===== src/hdl/psched_pkg.sv =====
// ----------------------------------------------------------------------------
// psched_pkg
// shared types, codes and sizes of the priority task scheduler
// ----------------------------------------------------------------------------
`default_nettype none

package psched_pkg;

    // table geometry
    localparam int TASK_SLOTS = 16;
    localparam int SLOT_W     = $clog2(TASK_SLOTS);
    localparam int USED_W     = $clog2(TASK_SLOTS + 1);
    localparam int OUT_SLOT_W = 4;

    // field widths
    localparam int CMD_W   = 3;
    localparam int PRIO_W  = 8;
    localparam int DELAY_W = 16;
    localparam int CNT_W   = 16;
    localparam int ERR_W   = 2;
    localparam int ISR_W   = 8;
    localparam int STAT_W  = 2;

    typedef logic [SLOT_W-1:0]  slot_t;
    typedef logic [PRIO_W-1:0]  prio_t;
    typedef logic [DELAY_W-1:0] delay_t;
    typedef logic [STAT_W-1:0]  status_t;

    // task status
    localparam status_t ST_READY   = 2'd0;
    localparam status_t ST_RUNNING = 2'd1;
    localparam status_t ST_BLOCKED = 2'd2;

    // commands
    localparam logic [CMD_W-1:0] CMD_CREATE  = 3'd0;
    localparam logic [CMD_W-1:0] CMD_START   = 3'd1;
    localparam logic [CMD_W-1:0] CMD_DELAY   = 3'd2;
    localparam logic [CMD_W-1:0] CMD_TICK    = 3'd3;
    localparam logic [CMD_W-1:0] CMD_ISR_IN  = 3'd4;
    localparam logic [CMD_W-1:0] CMD_ISR_OUT = 3'd5;

    // error codes
    localparam logic [ERR_W-1:0] ERR_OK        = 2'd0;
    localparam logic [ERR_W-1:0] ERR_FULL      = 2'd1;
    localparam logic [ERR_W-1:0] ERR_NO_RUN    = 2'd2;
    localparam logic [ERR_W-1:0] ERR_UNDERFLOW = 2'd3;

    // write request into the slot table
    typedef struct packed {
        logic    en;
        slot_t   addr;
        logic    set_prio;
        prio_t   prio;
        logic    set_status;
        status_t status;
        logic    set_delay;
        delay_t  delay;
    } tbl_wr_t;

    // read data out of the slot table
    typedef struct packed {
        prio_t   prio;
        status_t status;
        delay_t  delay;
    } tbl_rd_t;

endpackage

`default_nettype wire


===== src/hdl/psched_table.sv =====
// ----------------------------------------------------------------------------
// psched_table
// per-slot priority, status and delay storage, one read and one write port
// ----------------------------------------------------------------------------
`default_nettype none

module psched_table (
    input  wire logic              clk,
    input  wire logic              rst_n,
    input  wire psched_pkg::prio_t idle_priority,
    input  wire psched_pkg::slot_t rd_addr,
    output psched_pkg::tbl_rd_t    rd,
    input  wire psched_pkg::tbl_wr_t wr
);
    import psched_pkg::*;

    prio_t   prio_reg   [TASK_SLOTS];
    status_t status_reg [TASK_SLOTS];
    delay_t  delay_reg  [TASK_SLOTS];

    // priorities are written by create only, no reset
    always_ff @(posedge clk)
    begin
        if (wr.en && wr.set_prio)
        begin
            prio_reg[wr.addr] <= wr.prio;
        end
    end

    always_ff @(posedge clk or negedge rst_n)
    begin
        if (!rst_n)
        begin
            for (int i = 0; i < TASK_SLOTS; i++)
            begin
                status_reg[i] <= ST_READY;
                delay_reg[i]  <= '0;
            end
        end
        else if (wr.en)
        begin
            if (wr.set_status)
            begin
                status_reg[wr.addr] <= wr.status;
            end
            if (wr.set_delay)
            begin
                delay_reg[wr.addr] <= wr.delay;
            end
        end
    end

    // slot zero always follows the idle priority register
    always_comb
    begin
        rd.prio   = (rd_addr == '0) ? idle_priority : prio_reg[rd_addr];
        rd.status = status_reg[rd_addr];
        rd.delay  = delay_reg[rd_addr];
    end

endmodule

`default_nettype wire


===== src/hdl/psched_ctrl.sv =====
// ----------------------------------------------------------------------------
// psched_ctrl
// command sequencer with one shared subtract/compare unit over the slot table
// ----------------------------------------------------------------------------
`default_nettype none

module psched_ctrl (
    input  wire logic                          clk,
    input  wire logic                          rst_n,
    input  wire logic                          start,
    input  wire logic [psched_pkg::CMD_W-1:0]  command,
    input  wire psched_pkg::prio_t             task_priority,
    input  wire psched_pkg::delay_t            delay_ticks,
    output logic                               busy,
    output logic                               done,
    output logic [psched_pkg::OUT_SLOT_W-1:0]  running_slot,
    output logic                               switched,
    output logic [psched_pkg::ERR_W-1:0]       error_code,
    output logic [psched_pkg::CNT_W-1:0]       switch_count,
    output logic [psched_pkg::CNT_W-1:0]       tick_count,
    output psched_pkg::slot_t                  rd_addr,
    input  wire psched_pkg::tbl_rd_t           rd,
    output psched_pkg::tbl_wr_t                wr
);
    import psched_pkg::*;

    localparam logic [2:0] S_IDLE    = 3'd0;
    localparam logic [2:0] S_EXEC    = 3'd1;
    localparam logic [2:0] S_SCAN    = 3'd2;
    localparam logic [2:0] S_PICK    = 3'd3;
    localparam logic [2:0] S_DEMOTE  = 3'd4;
    localparam logic [2:0] S_PROMOTE = 3'd5;
    localparam logic [2:0] S_TICK    = 3'd6;
    localparam logic [2:0] S_DONE    = 3'd7;

    logic [2:0]       state_reg, state_next;
    logic [CMD_W-1:0] cmd_reg, cmd_next;
    prio_t            prio_reg, prio_next;
    delay_t           ticks_reg, ticks_next;
    logic [USED_W-1:0] used_reg, used_next;
    slot_t            cur_reg, cur_next;
    logic             started_reg, started_next;
    logic             first_reg, first_next;
    logic [ISR_W-1:0] isr_reg, isr_next;
    logic [CNT_W-1:0] disp_reg, disp_next;
    logic [CNT_W-1:0] ticks_total_reg, ticks_total_next;
    slot_t            idx_reg, idx_next;
    slot_t            best_reg, best_next;
    prio_t            best_prio_reg, best_prio_next;
    logic             best_run_reg, best_run_next;
    logic             found_reg, found_next;
    logic             chk_reg, chk_next;
    logic             sw_reg, sw_next;
    logic [ERR_W-1:0] err_reg, err_next;

    // shared subtract/compare unit
    delay_t           unit_a, unit_b;
    logic [DELAY_W:0] unit_diff;
    logic             unit_lt;
    logic             last_idx;

    assign unit_diff = {1'b0, unit_a} - {1'b0, unit_b};
    assign unit_lt   = unit_diff[DELAY_W];
    assign last_idx  = ((USED_W'(idx_reg) + USED_W'(1)) == used_reg);

    always_comb
    begin
        if (state_reg == S_TICK)
        begin
            unit_a = rd.delay;
            unit_b = DELAY_W'(1);
        end
        else
        begin
            unit_a = DELAY_W'(rd.prio);
            unit_b = DELAY_W'(best_prio_reg);
        end
    end

    assign rd_addr = (state_reg == S_DEMOTE) ? cur_reg : idx_reg;

    always_comb
    begin
        state_next       = state_reg;
        cmd_next         = cmd_reg;
        prio_next        = prio_reg;
        ticks_next       = ticks_reg;
        used_next        = used_reg;
        cur_next         = cur_reg;
        started_next     = started_reg;
        first_next       = first_reg;
        isr_next         = isr_reg;
        disp_next        = disp_reg;
        ticks_total_next = ticks_total_reg;
        idx_next         = idx_reg;
        best_next        = best_reg;
        best_prio_next   = best_prio_reg;
        best_run_next    = best_run_reg;
        found_next       = found_reg;
        chk_next         = chk_reg;
        sw_next          = sw_reg;
        err_next         = err_reg;
        wr               = '0;

        case (state_reg)
            S_IDLE:
            begin
                if (start)
                begin
                    cmd_next   = command;
                    prio_next  = task_priority;
                    ticks_next = delay_ticks;
                    sw_next    = 1'b0;
                    err_next   = ERR_OK;
                    idx_next   = '0;
                    found_next = 1'b0;
                    chk_next   = 1'b0;
                    state_next = S_EXEC;
                end
            end

            S_EXEC:
            begin
                state_next = S_DONE;
                case (cmd_reg)
                    CMD_CREATE:
                    begin
                        if (used_reg >= USED_W'(TASK_SLOTS))
                        begin
                            err_next = ERR_FULL;
                        end
                        else
                        begin
                            wr.en         = 1'b1;
                            wr.addr       = SLOT_W'(used_reg);
                            wr.set_prio   = 1'b1;
                            wr.prio       = prio_reg;
                            wr.set_status = 1'b1;
                            wr.status     = ST_READY;
                            wr.set_delay  = 1'b1;
                            wr.delay      = '0;
                            used_next     = used_reg + USED_W'(1);
                            if (started_reg)
                            begin
                                state_next = S_SCAN;
                            end
                        end
                    end
                    CMD_START:
                    begin
                        chk_next   = !started_reg;
                        state_next = S_SCAN;
                    end
                    CMD_DELAY:
                    begin
                        if (!started_reg)
                        begin
                            err_next = ERR_NO_RUN;
                        end
                        else if (ticks_reg != '0 && cur_reg != '0)
                        begin
                            wr.en         = 1'b1;
                            wr.addr       = cur_reg;
                            wr.set_status = 1'b1;
                            wr.status     = ST_BLOCKED;
                            wr.set_delay  = 1'b1;
                            wr.delay      = ticks_reg;
                            state_next    = S_SCAN;
                        end
                    end
                    CMD_TICK:
                    begin
                        ticks_total_next = ticks_total_reg + CNT_W'(1);
                        state_next       = S_TICK;
                    end
                    CMD_ISR_IN:
                    begin
                        if (isr_reg != '1)
                        begin
                            isr_next = isr_reg + ISR_W'(1);
                        end
                    end
                    CMD_ISR_OUT:
                    begin
                        if (isr_reg == '0)
                        begin
                            err_next = ERR_UNDERFLOW;
                        end
                        else
                        begin
                            isr_next = isr_reg - ISR_W'(1);
                            if (isr_reg == ISR_W'(1) && started_reg)
                            begin
                                state_next = S_SCAN;
                            end
                        end
                    end
                    default:
                    begin
                        state_next = S_DONE;
                    end
                endcase
            end

            S_SCAN:
            begin
                // lowest number wins, ties keep the earlier slot
                if (rd.status != ST_BLOCKED && (!found_reg || unit_lt))
                begin
                    best_next      = idx_reg;
                    best_prio_next = rd.prio;
                    best_run_next  = (rd.status == ST_RUNNING);
                    found_next     = 1'b1;
                end
                if (last_idx)
                begin
                    state_next = S_PICK;
                end
                else
                begin
                    idx_next = idx_reg + SLOT_W'(1);
                end
            end

            S_PICK:
            begin
                if (chk_reg && best_reg == '0)
                begin
                    state_next = S_DONE;
                end
                else
                begin
                    if (chk_reg)
                    begin
                        started_next = 1'b1;
                    end
                    if (best_run_reg)
                    begin
                        state_next = S_DONE;
                    end
                    else if (!first_reg)
                    begin
                        state_next = S_DEMOTE;
                    end
                    else
                    begin
                        state_next = S_PROMOTE;
                    end
                end
            end

            S_DEMOTE:
            begin
                if (rd.status == ST_RUNNING)
                begin
                    wr.en         = 1'b1;
                    wr.addr       = cur_reg;
                    wr.set_status = 1'b1;
                    wr.status     = ST_READY;
                end
                state_next = S_PROMOTE;
            end

            S_PROMOTE:
            begin
                wr.en         = 1'b1;
                wr.addr       = best_reg;
                wr.set_status = 1'b1;
                wr.status     = ST_RUNNING;
                cur_next      = best_reg;
                disp_next     = disp_reg + CNT_W'(1);
                first_next    = 1'b0;
                sw_next       = 1'b1;
                state_next    = S_DONE;
            end

            S_TICK:
            begin
                if (rd.delay != '0)
                begin
                    wr.en        = 1'b1;
                    wr.addr      = idx_reg;
                    wr.set_delay = 1'b1;
                    wr.delay     = unit_diff[DELAY_W-1:0];
                    if (unit_diff[DELAY_W-1:0] == '0)
                    begin
                        wr.set_status = 1'b1;
                        wr.status     = ST_READY;
                    end
                end
                if (last_idx)
                begin
                    state_next = S_DONE;
                end
                else
                begin
                    idx_next = idx_reg + SLOT_W'(1);
                end
            end

            S_DONE:
            begin
                state_next = S_IDLE;
            end

            default:
            begin
                state_next = S_IDLE;
            end
        endcase
    end

    always_ff @(posedge clk or negedge rst_n)
    begin
        if (!rst_n)
        begin
            state_reg       <= S_IDLE;
            used_reg        <= USED_W'(1);
            cur_reg         <= '0;
            started_reg     <= 1'b0;
            first_reg       <= 1'b1;
            isr_reg         <= '0;
            disp_reg        <= '0;
            ticks_total_reg <= '0;
            idx_reg         <= '0;
            found_reg       <= 1'b0;
            chk_reg         <= 1'b0;
            sw_reg          <= 1'b0;
            err_reg         <= ERR_OK;
        end
        else
        begin
            state_reg       <= state_next;
            used_reg        <= used_next;
            cur_reg         <= cur_next;
            started_reg     <= started_next;
            first_reg       <= first_next;
            isr_reg         <= isr_next;
            disp_reg        <= disp_next;
            ticks_total_reg <= ticks_total_next;
            idx_reg         <= idx_next;
            found_reg       <= found_next;
            chk_reg         <= chk_next;
            sw_reg          <= sw_next;
            err_reg         <= err_next;
        end
    end

    // request payload and scan scratch
    always_ff @(posedge clk)
    begin
        cmd_reg       <= cmd_next;
        prio_reg      <= prio_next;
        ticks_reg     <= ticks_next;
        best_reg      <= best_next;
        best_prio_reg <= best_prio_next;
        best_run_reg  <= best_run_next;
    end

    assign busy         = (state_reg != S_IDLE);
    assign done         = (state_reg == S_DONE);
    assign running_slot = OUT_SLOT_W'(cur_reg);
    assign switched     = sw_reg;
    assign error_code   = err_reg;
    assign switch_count = disp_reg;
    assign tick_count   = ticks_total_reg;

endmodule

`default_nettype wire


===== src/hdl/priority_task_scheduler_with_delays.sv =====
// ----------------------------------------------------------------------------
// priority_task_scheduler_with_delays
// hardware task scheduler: slot table, sequencer and idle priority register
// ----------------------------------------------------------------------------
//
// channel      | direction | handshake         | payload
// -------------+-----------+-------------------+-------------------------------
// request      | in        | start & !busy     | command, task_priority,
//              |           |                   | delay_ticks
// result       | out       | done (one cycle)  | running_slot, switched,
//              |           |                   | error_code, switch_count,
//              |           |                   | tick_count
// idle prio    | in        | cfg_we            | cfg_data
//
// a request with no table pass (most isr requests, errors) goes from exec to
// done; a tick first walks the slots in use, and one that runs the scheduler
// scans them, picks, then may demote and promote before done
// a pass is paced by the single table read port and shared compare unit,
// which visit one slot per cycle
// the result holds from done until the next request; the receiver cannot stall
// reset is asynchronous: slot zero ready as idle, all delays cleared
// ----------------------------------------------------------------------------
`default_nettype none

module priority_task_scheduler_with_delays (
    input  wire logic                          clk,
    input  wire logic                          rst_n,
    input  wire logic                          start,
    output logic                               busy,
    input  wire logic [psched_pkg::CMD_W-1:0]  command,
    input  wire psched_pkg::prio_t             task_priority,
    input  wire psched_pkg::delay_t            delay_ticks,
    input  wire logic                          cfg_we,
    input  wire psched_pkg::prio_t             cfg_data,
    output logic                               done,
    output logic [psched_pkg::OUT_SLOT_W-1:0]  running_slot,
    output logic                               switched,
    output logic [psched_pkg::ERR_W-1:0]       error_code,
    output logic [psched_pkg::CNT_W-1:0]       switch_count,
    output logic [psched_pkg::CNT_W-1:0]       tick_count
);
    import psched_pkg::*;

    prio_t   idle_prio_reg;
    slot_t   rd_addr;
    tbl_rd_t rd;
    tbl_wr_t wr;

    // idle task priority, read back through slot zero of the table
    always_ff @(posedge clk or negedge rst_n)
    begin
        if (!rst_n)
        begin
            idle_prio_reg <= '1;
        end
        else if (cfg_we)
        begin
            idle_prio_reg <= cfg_data;
        end
    end

    // slot storage
    psched_table u_table (
        .clk           (clk),
        .rst_n         (rst_n),
        .idle_priority (idle_prio_reg),
        .rd_addr       (rd_addr),
        .rd            (rd),
        .wr            (wr)
    );

    // command sequencer, scans slots one per cycle
    psched_ctrl u_ctrl (
        .clk           (clk),
        .rst_n         (rst_n),
        .start         (start),
        .command       (command),
        .task_priority (task_priority),
        .delay_ticks   (delay_ticks),
        .busy          (busy),
        .done          (done),
        .running_slot  (running_slot),
        .switched      (switched),
        .error_code    (error_code),
        .switch_count  (switch_count),
        .tick_count    (tick_count),
        .rd_addr       (rd_addr),
        .rd            (rd),
        .wr            (wr)
    );

endmodule

`default_nettype wire


===== config.mk =====
export PLATFORM = sky130hd
export DESIGN_NAME = priority_task_scheduler_with_delays
export DESIGN_NICKNAME = d
export VERILOG_FILES = /design/src/hdl/psched_pkg.sv /design/src/hdl/psched_table.sv /design/src/hdl/psched_ctrl.sv /design/src/hdl/priority_task_scheduler_with_delays.sv
export SDC_FILE = /design/constraint.sdc
export NUM_CORES = 1
export LEC_CHECK = 0
export BUFFER_PORTS_ARGS = -buffer_cell sky130_fd_sc_hd__buf_4
export CORE_ASPECT_RATIO = 1.4
export CORE_MARGIN = 4
export CORE_UTILIZATION = 51
export DETAILED_ROUTE_END_ITERATION = 8
export GPL_TIMING_DRIVEN = 0
export PLACE_DENSITY = 0.77
export SLEW_MARGIN = 15
export SYNTH_ARGS = -nofsm -noshare
export SYNTH_HDL_FRONTEND = slang
export SYNTH_SLANG_ARGS = --single-unit
export TNS_END_PERCENT = 50

===== constraint.sdc =====
create_clock -name clk -period 12.7 [get_ports clk]
set_input_delay 2.54 -clock clk [delete_from_list [all_inputs] [get_ports clk]]
set_output_delay 2.54 -clock clk [all_outputs]
set_load 0.01 [all_outputs]

==> results.json, run 1 <==
{
  "first_pass_iters": 8,
  "drv_slew": 0,
  "setup_viol": 0,
  "ir_worst_vdd_mv": 0.164,
  "antenna_found_initial": 1,
  "worstPathCellList": "buf_2, inv_1, o21ai_0, clkbuf_1, clkbuf_1, clkbuf_1, clkbuf_1, nand3_1, a311oi_1, a221oi_1, a21oi_1, ha_1, inv_1, fa_1, a21o_1, a21oi_1, xnor2_1, or4_1, or4_1, a211oi_1, or3b_2, nor4_2, buf_2, o211ai_1",
  "cts_tree": "yes",
  "seq_area_frac_synth": 0.508,
  "layout.nets": 2426,
  "seq_area_mm2": 0.0138,
  "finClkSkew_ps": 32.7,
  "worstSetupStartpoint": "u_ctrl.idx_reg[0]",
  "clk_latency_ps": 600,
  "status": "finished, final reports clean",
  "hold_class": "reg2reg",
  "cp.arrival_ps": 9860,
  "critPathMaxStageDelay_ps": 720,
  "crit_slowest_cell": "clkbuf_1",
  "critPathLaunchType": "flip-flop",
  "die-area_mm2": 0.0571,
  "grt_pass1_vias": 21200,
  "worst-path-stages": 24,
  "syn_avg_cell_area_um2": 12.2,
  "drt-wirelength-per-cell_um": 28.4,
  "worstPathRequired_ps": 13140,
  "fin_crit_ps": 9410,
  "clkTransAtPathRegs_ps": 70,
  "tightest_slew_ps": 1210,
  "gr-total-overflow": 0,
  "top_usage_layer": "met2",
  "finalHoldViolations": 0,
  "ys.flop_type": "dfrtp_1",
  "finalWorstSetupSlack_ps": 3290,
  "fill_cells": 4135,
  "coreArea_mm2": 0.0524,
  "crit_top_cell": "clkbuf_1",
  "io_buffers": 79,
  "total_leakage_power_uw": 0.0128,
  "cts_setup_buffers": 0,
  "grt_first_pass_wirelength_mm": 132,
  "die_w_um": 203,
  "tns_ps": 0,
  "synth-async-reset-ratio": 0.692,
  "drive_above_1_share": 0.244,
  "synth-seq-cells": 519,
  "die-height_um": 281,
  "synth_area_leaders": "dfrtp_1 (32%), edfxtp_1 (18%), mux2_2 (7.9%), mux4_2 (6.5%), nand2_1 (3.6%)",
  "h-tree-depth": 2,
  "dp_hpwl_mm": 62.3,
  "grt_max_degree": 101,
  "synth_enable_flop_cells": 160,
  "dp_slack_ps": 3520,
  "clock_sinks": 519,
  "ant_nets": 0,
  "synth_cell_types": 100,
  "fmaxAchievable_mhz": 106,
  "synthesis.nets": 2287,
  "ctsHoldBuffers": 0,
  "synth.cell_area_mm2": 0.0272,
  "cp-end-kind": "flip-flop",
  "grtUsageMet2": 0.514,
  "yosysMostFrequentCell": "dfrtp_1",
  "synth_common_cells": "dfrtp_1 (349), nand2_1 (264), mux2_2 (190), edfxtp_1 (160), clkbuf_1 (91)",
  "drt_iter0_markers": 2324,
  "synth_area_leader_cell": "dfrtp_1",
  "grt_use_met1": 0.346,
  "critical_path.max_fanout": 10,
  "cp_num_buf_inv": 8,
  "track_usage": 0.304,
  "drc_errors": 0,
  "gp_congestion": 1.01,
  "routed_wl_mm": 88.5,
  "power.density_mw_per_mm2": 246,
  "vias": 20900,
  "clockBufferDepth": 3,
  "fin_crit_sh": 0.741,
  "path_class": "reg2reg",
  "cap_violations": 0,
  "rsz0062_at_grt": "false",
  "largest_reg_flops": 256,
  "viasPerCell": 6.70,
  "num_io_pins": 80,
  "multi_input_area_mm2": 0.0124,
  "syn_inst": 2230,
  "start_util": 0.519,
  "worstReg2RegStart": "u_ctrl.idx_reg[0]",
  "crit_end": "u_table.status_reg[30]",
  "r2r-end": "u_table.status_reg[30]",
  "yosysWarnings": 0,
  "post_cts_resized": 0,
  "gr-usage-met3": 0.0570,
  "flow.area_growth_from_synthesis_pct": 12.8,
  "r2r_cells": 24,
  "rows": 99,
  "numCtsBuffers": 50,
  "critPathTopFamily": "buffers and inverters",
  "maxSlewHeadroom": 0.186,
  "netlist.area_leader.share": 0.321,
  "cts_root_buffer": "clkbuf_16",
  "reg2reg_slack_ps": 3290
}
==> through the flow <==
stage,utilization,hold WS (ps),area [um2],power [uW],std cells
6_report,0.585,475,30700,7540,3118
5_1_grt,0.585,494,30700,7810,3117
4_1_cts,0.585,483,30600,7390,3116
3_5_place_dp,0.550,469,28800,5730,3023
3_3_place_gp,0.547,460,28700,5620,3016
2_1_floorplan,-,433,27200,4500,2230
==> worst min-delay path by stage <==
stage,startpoint,to,slack [ps],cells after the start
final,u_ctrl.tick_count[15],u_ctrl.tick_count[15],480,1
after detailed placement,u_table.delay_reg[150],u_table.delay_reg[150],470,1
after global routing,u_ctrl.first_reg,u_ctrl.first_reg,490,1
after floorplan,u_ctrl.idx_reg[2],u_ctrl.best_reg[2],430,0
after CTS,u_table.delay_reg[150],u_table.delay_reg[150],480,1
after global placement,u_table.delay_reg[182],u_table.delay_reg[182],460,1
==> area by class of cell <==
type | count | area share
sequential | 519 | 0.450
multi-input combinational | 1494 | 0.405
clock buffer | 69 | 0.0472
tap | 707 | 0.0289
buffer | 176 | 0.0283
timing repair buffer | 87 | 0.0234
clock inverter | 24 | 0.0124
inverter | 41 | 0.00502
antenna | 1 | 0.0000816
==> kinds of logic after synthesis <==
| group | synth area share |
|---|---|
| and+or+nand+nor | 0.113 |
| DFF | 0.508 |
| muxes | 0.206 |
| AOI/OAI and AO/OA | 0.108 |
| buffers and inverters | 0.0376 |
| xor gates and xnor gates | 0.0177 |
| adders and majority gates | 0.00856 |
==> power by group <==
group	internal (uW)	total, uW	switching [uW]
sequential	1950	2130	176
combinational	1240	3740	2500
clock	1000	1670	668
==> layer usage <==
metal / routed length, um / share of wire
met4: 8290 / 0.094
met1: 30300 / 0.34
met3: 7250 / 0.082
met5: 0 / 0
met2: 42700 / 0.48
==> worst register-to-register path, stage by stage, from the launching register on <==
cell,delay [ps]
dfrtp_1,670
buf_2,400
inv_1,120
o21ai_0,660
clkbuf_1,720
clkbuf_1,720
clkbuf_1,540
clkbuf_1,450
nand3_1,120
a311oi_1,500
a221oi_1,170
a21oi_1,290
ha_1,180
inv_1,50
fa_1,400
a21o_1,180
a21oi_1,280
xnor2_1,130
or4_1,480
or4_1,420
a211oi_1,270
or3b_2,510
nor4_2,500
buf_2,360
o211ai_1,160
==> placed cells by master (no fill, tap or decap), types with 24 or more instances in the layout <==
cell type,synthesis,layout
dfrtp_1,349,349
nand2_1,264,264
mux2_2,190,190
edfxtp_1,160,160
clkbuf_1,91,101
buf_4,16,95
nand3_1,83,83
mux4_2,79,79
mux2_1,77,77
mux2i_1,70,69
nor2_1,64,64
a21oi_1,57,56
buf_2,52,55
clkbuf_16,0,53
o21ai_0,54,51
o211ai_1,41,41
inv_1,40,39
a211oi_1,38,37
xnor2_1,32,32
nand4_1,27,27
a311oi_1,26,26
and3_1,24,24
(Power assumes the default switching activity.)
==> run 2: changes to the inputs <==
- ABC_AREA: not set -> 1
- PLACE_DENSITY: 0.77 -> 0.8
- clock period: 12.7 -> 8 ns (I/O delays scaled with it)
==> results.json, run 2 <==
{
  "critical_path.max_fanout": 10,
  "io_buffers": 79,
  "drt-wirelength-per-cell_um": 20.9,
  "ir_worst_vdd_mv": 0.278,
  "finClkSkew_ps": 20.6,
  "grt_first_pass_wirelength_mm": 128,
  "die_w_um": 198,
  "routed_wl_mm": 83.9,
  "ys.flop_type": "dfrtp_1",
  "clkTransAtPathRegs_ps": 70,
  "viasPerCell": 5.71,
  "dp_slack_ps": 468,
  "multi_input_area_mm2": 0.00971,
  "drc_errors": 0,
  "synth.cell_area_mm2": 0.0258,
  "seq_area_mm2": 0.0138,
  "h-tree-depth": 2,
  "rsz0062_at_grt": "false",
  "crit_top_cell": "nand2_1",
  "dp_hpwl_mm": 58.9,
  "clockBufferDepth": 3,
  "crit_slowest_cell": "clkbuf_1",
  "vias": 22900,
  "grt_max_degree": 104,
  "flow.area_growth_from_synthesis_pct": 12.5,
  "fmaxAchievable_mhz": 131,
  "drive_above_1_share": 0.0998,
  "status": "finished, final reports clean",
  "synth_enable_flop_cells": 160,
  "synth_cell_types": 49,
  "syn_inst": 3201,
  "grt_pass1_vias": 22500,
  "coreArea_mm2": 0.0501,
  "tns_ps": 0,
  "yosysWarnings": 0,
  "seq_area_frac_synth": 0.534,
  "cts_setup_buffers": 0,
  "fin_crit_ps": 7610,
  "fin_crit_sh": 0.952,
  "rows": 97,
  "tightest_slew_ps": 1140,
  "critPathLaunchType": "flip-flop",
  "cap_violations": 0,
  "synth_area_leader_cell": "dfrtp_1",
  "drv_slew": 0,
  "cp-end-kind": "flip-flop",
  "cts_tree": "yes",
  "largest_reg_flops": 256,
  "setup_viol": 0,
  "worstPathRequired_ps": 8500,
  "die-height_um": 274,
  "hold_class": "reg2reg",
  "die-area_mm2": 0.0544,
  "clock_sinks": 519,
  "synth-async-reset-ratio": 0.692,
  "track_usage": 0.306,
  "dp_cells": 3927,
  "path_class": "reg2reg",
  "synth_common_cells": "nand2_1 (1,154), inv_1 (400), dfrtp_1 (349), nand3_1 (320), edfxtp_1 (160)",
  "hold_start": "u_table.status_reg[0]",
  "fill_cells": 4451,
  "ant_nets": 0,
  "synthesis.nets": 3258,
  "cts_root_buffer": "clkbuf_16",
  "numCtsBuffers": 50,
  "worstSetupStartpoint": "u_ctrl.state_reg[1]",
  "cp.arrival_ps": 8120,
  "finalWorstSetupSlack_ps": 386,
  "final_cells": 4019,
  "drt_iter0_markers": 2513,
  "antenna_found_initial": 0,
  "layout.nets": 3392,
  "synth-seq-cells": 519,
  "netlist.area_leader.share": 0.338,
  "start_util": 0.515,
  "gr-total-overflow": 0,
  "mostFrequentLayoutCell": "nand2_1",
  "finalHoldViolations": 0,
  "syn_avg_cell_area_um2": 8.07,
  "first_pass_iters": 8,
  "mostFrequentLayoutCells": "nand2_1 (1,154), inv_1 (400), dfrtp_1 (349)",
  "diodes": 0,
  "p_total_uw": 12100,
  "worstReg2RegStart": "u_ctrl.state_reg[1]",
  "clk_latency_ps": 610,
  "ctsHoldBuffers": 0,
  "power.density_mw_per_mm2": 416,
  "synth_area_leaders": "dfrtp_1 (34%), edfxtp_1 (19%), nand2_1 (17%), nand3_1 (6.2%), inv_1 (5.8%)",
  "total_leakage_power_uw": 0.0139,
  "gp_congestion": 1.00,
  "num_io_pins": 80,
  "yosysMostFrequentCell": "nand2_1",
  "critPathMaxStageDelay_ps": 490,
  "maxSlewHeadroom": 0.240
}
==> run 2: metal layers <==
| metal | routed length [um] | part of all wire | GRT usage |
|---|---|---|---|
| met5 | 0 | 0 | 0 |
| met4 | 7270 | 0.087 | 0.220 |
| met3 | 8410 | 0.10 | 0.0623 |
| met2 | 38900 | 0.46 | 0.496 |
| met1 | 29300 | 0.35 | 0.360 |
==> run 2: cell families (layout without fill, tap and decap cells) <==
logic type / after synthesis / after routing / share of synthesized area
flip-flops: 519 / 519 / 0.534
multiplexers: 1 / 1 / 0.000436
XOR/XNOR: 50 / 50 / 0.0170
buffers and inverters: 577 / 752 / 0.0911
adder cells (fa/ha/maj): 18 / 18 / 0.00901
AND/OR/NAND/NOR: 1731 / 1731 / 0.281
AO/OA/AOI/OAI: 305 / 305 / 0.0676
==> run 2: cell type report <==
| class | instances | area share |
|---|---|---|
| flip-flops and latches | 519 | 0.475 |
| multi-input cells | 2105 | 0.334 |
| inverters | 415 | 0.0536 |
| clock buffers | 62 | 0.0463 |
| well taps | 643 | 0.0277 |
| plain buffers | 161 | 0.0273 |
| repair buffers | 83 | 0.0245 |
| clock inverters | 31 | 0.0114 |
==> run 2: what timing repair did <==
action / 4_1_cts / 5_1_grt
hold endpoints to repair: 0 / 0
endpoints found under the setup margin: 0 / 39
gates resized for setup: 0 / 1
==> run 2: path summary, 6_finish.rpt <==
path,cells after the start,slack [ps],to
max in group asynchronous,2,6010,u_ctrl.first_reg
setup / recovery,31,390,u_table.status_reg[23]
min in group asynchronous,1,980,u_table.delay_reg[236]
setup reg to reg,31,390,u_table.status_reg[23]
hold reg to reg,2,470,u_table.status_reg[0]
hold / removal,2,470,u_table.status_reg[0]
==> run 2: power breakdown <==
group	switching [uW]	leakage, uW	internal, uW
clock network	1100	0.000825	1370
registers	217	0.00642	3080
logic	4690	0.00668	1630
==> run 2: through the flow <==
stage	area [um2]	utilization	hold WS, ps
3_5_place_dp	27400	0.546	453
2_1_floorplan	25800	-	437
6_report	29100	0.580	471
4_1_cts	29000	0.579	470
5_1_grt	29100	0.580	482
3_3_place_gp	27200	0.543	450
==> run 2: critical path: cells and delay by family (launching register included) <==
kind,cells,cell delay (ps)
compound gates,5,1580
fa+ha+maj,1,300
buf+inv,5,2040
flops,1,480
simple gates,20,3090
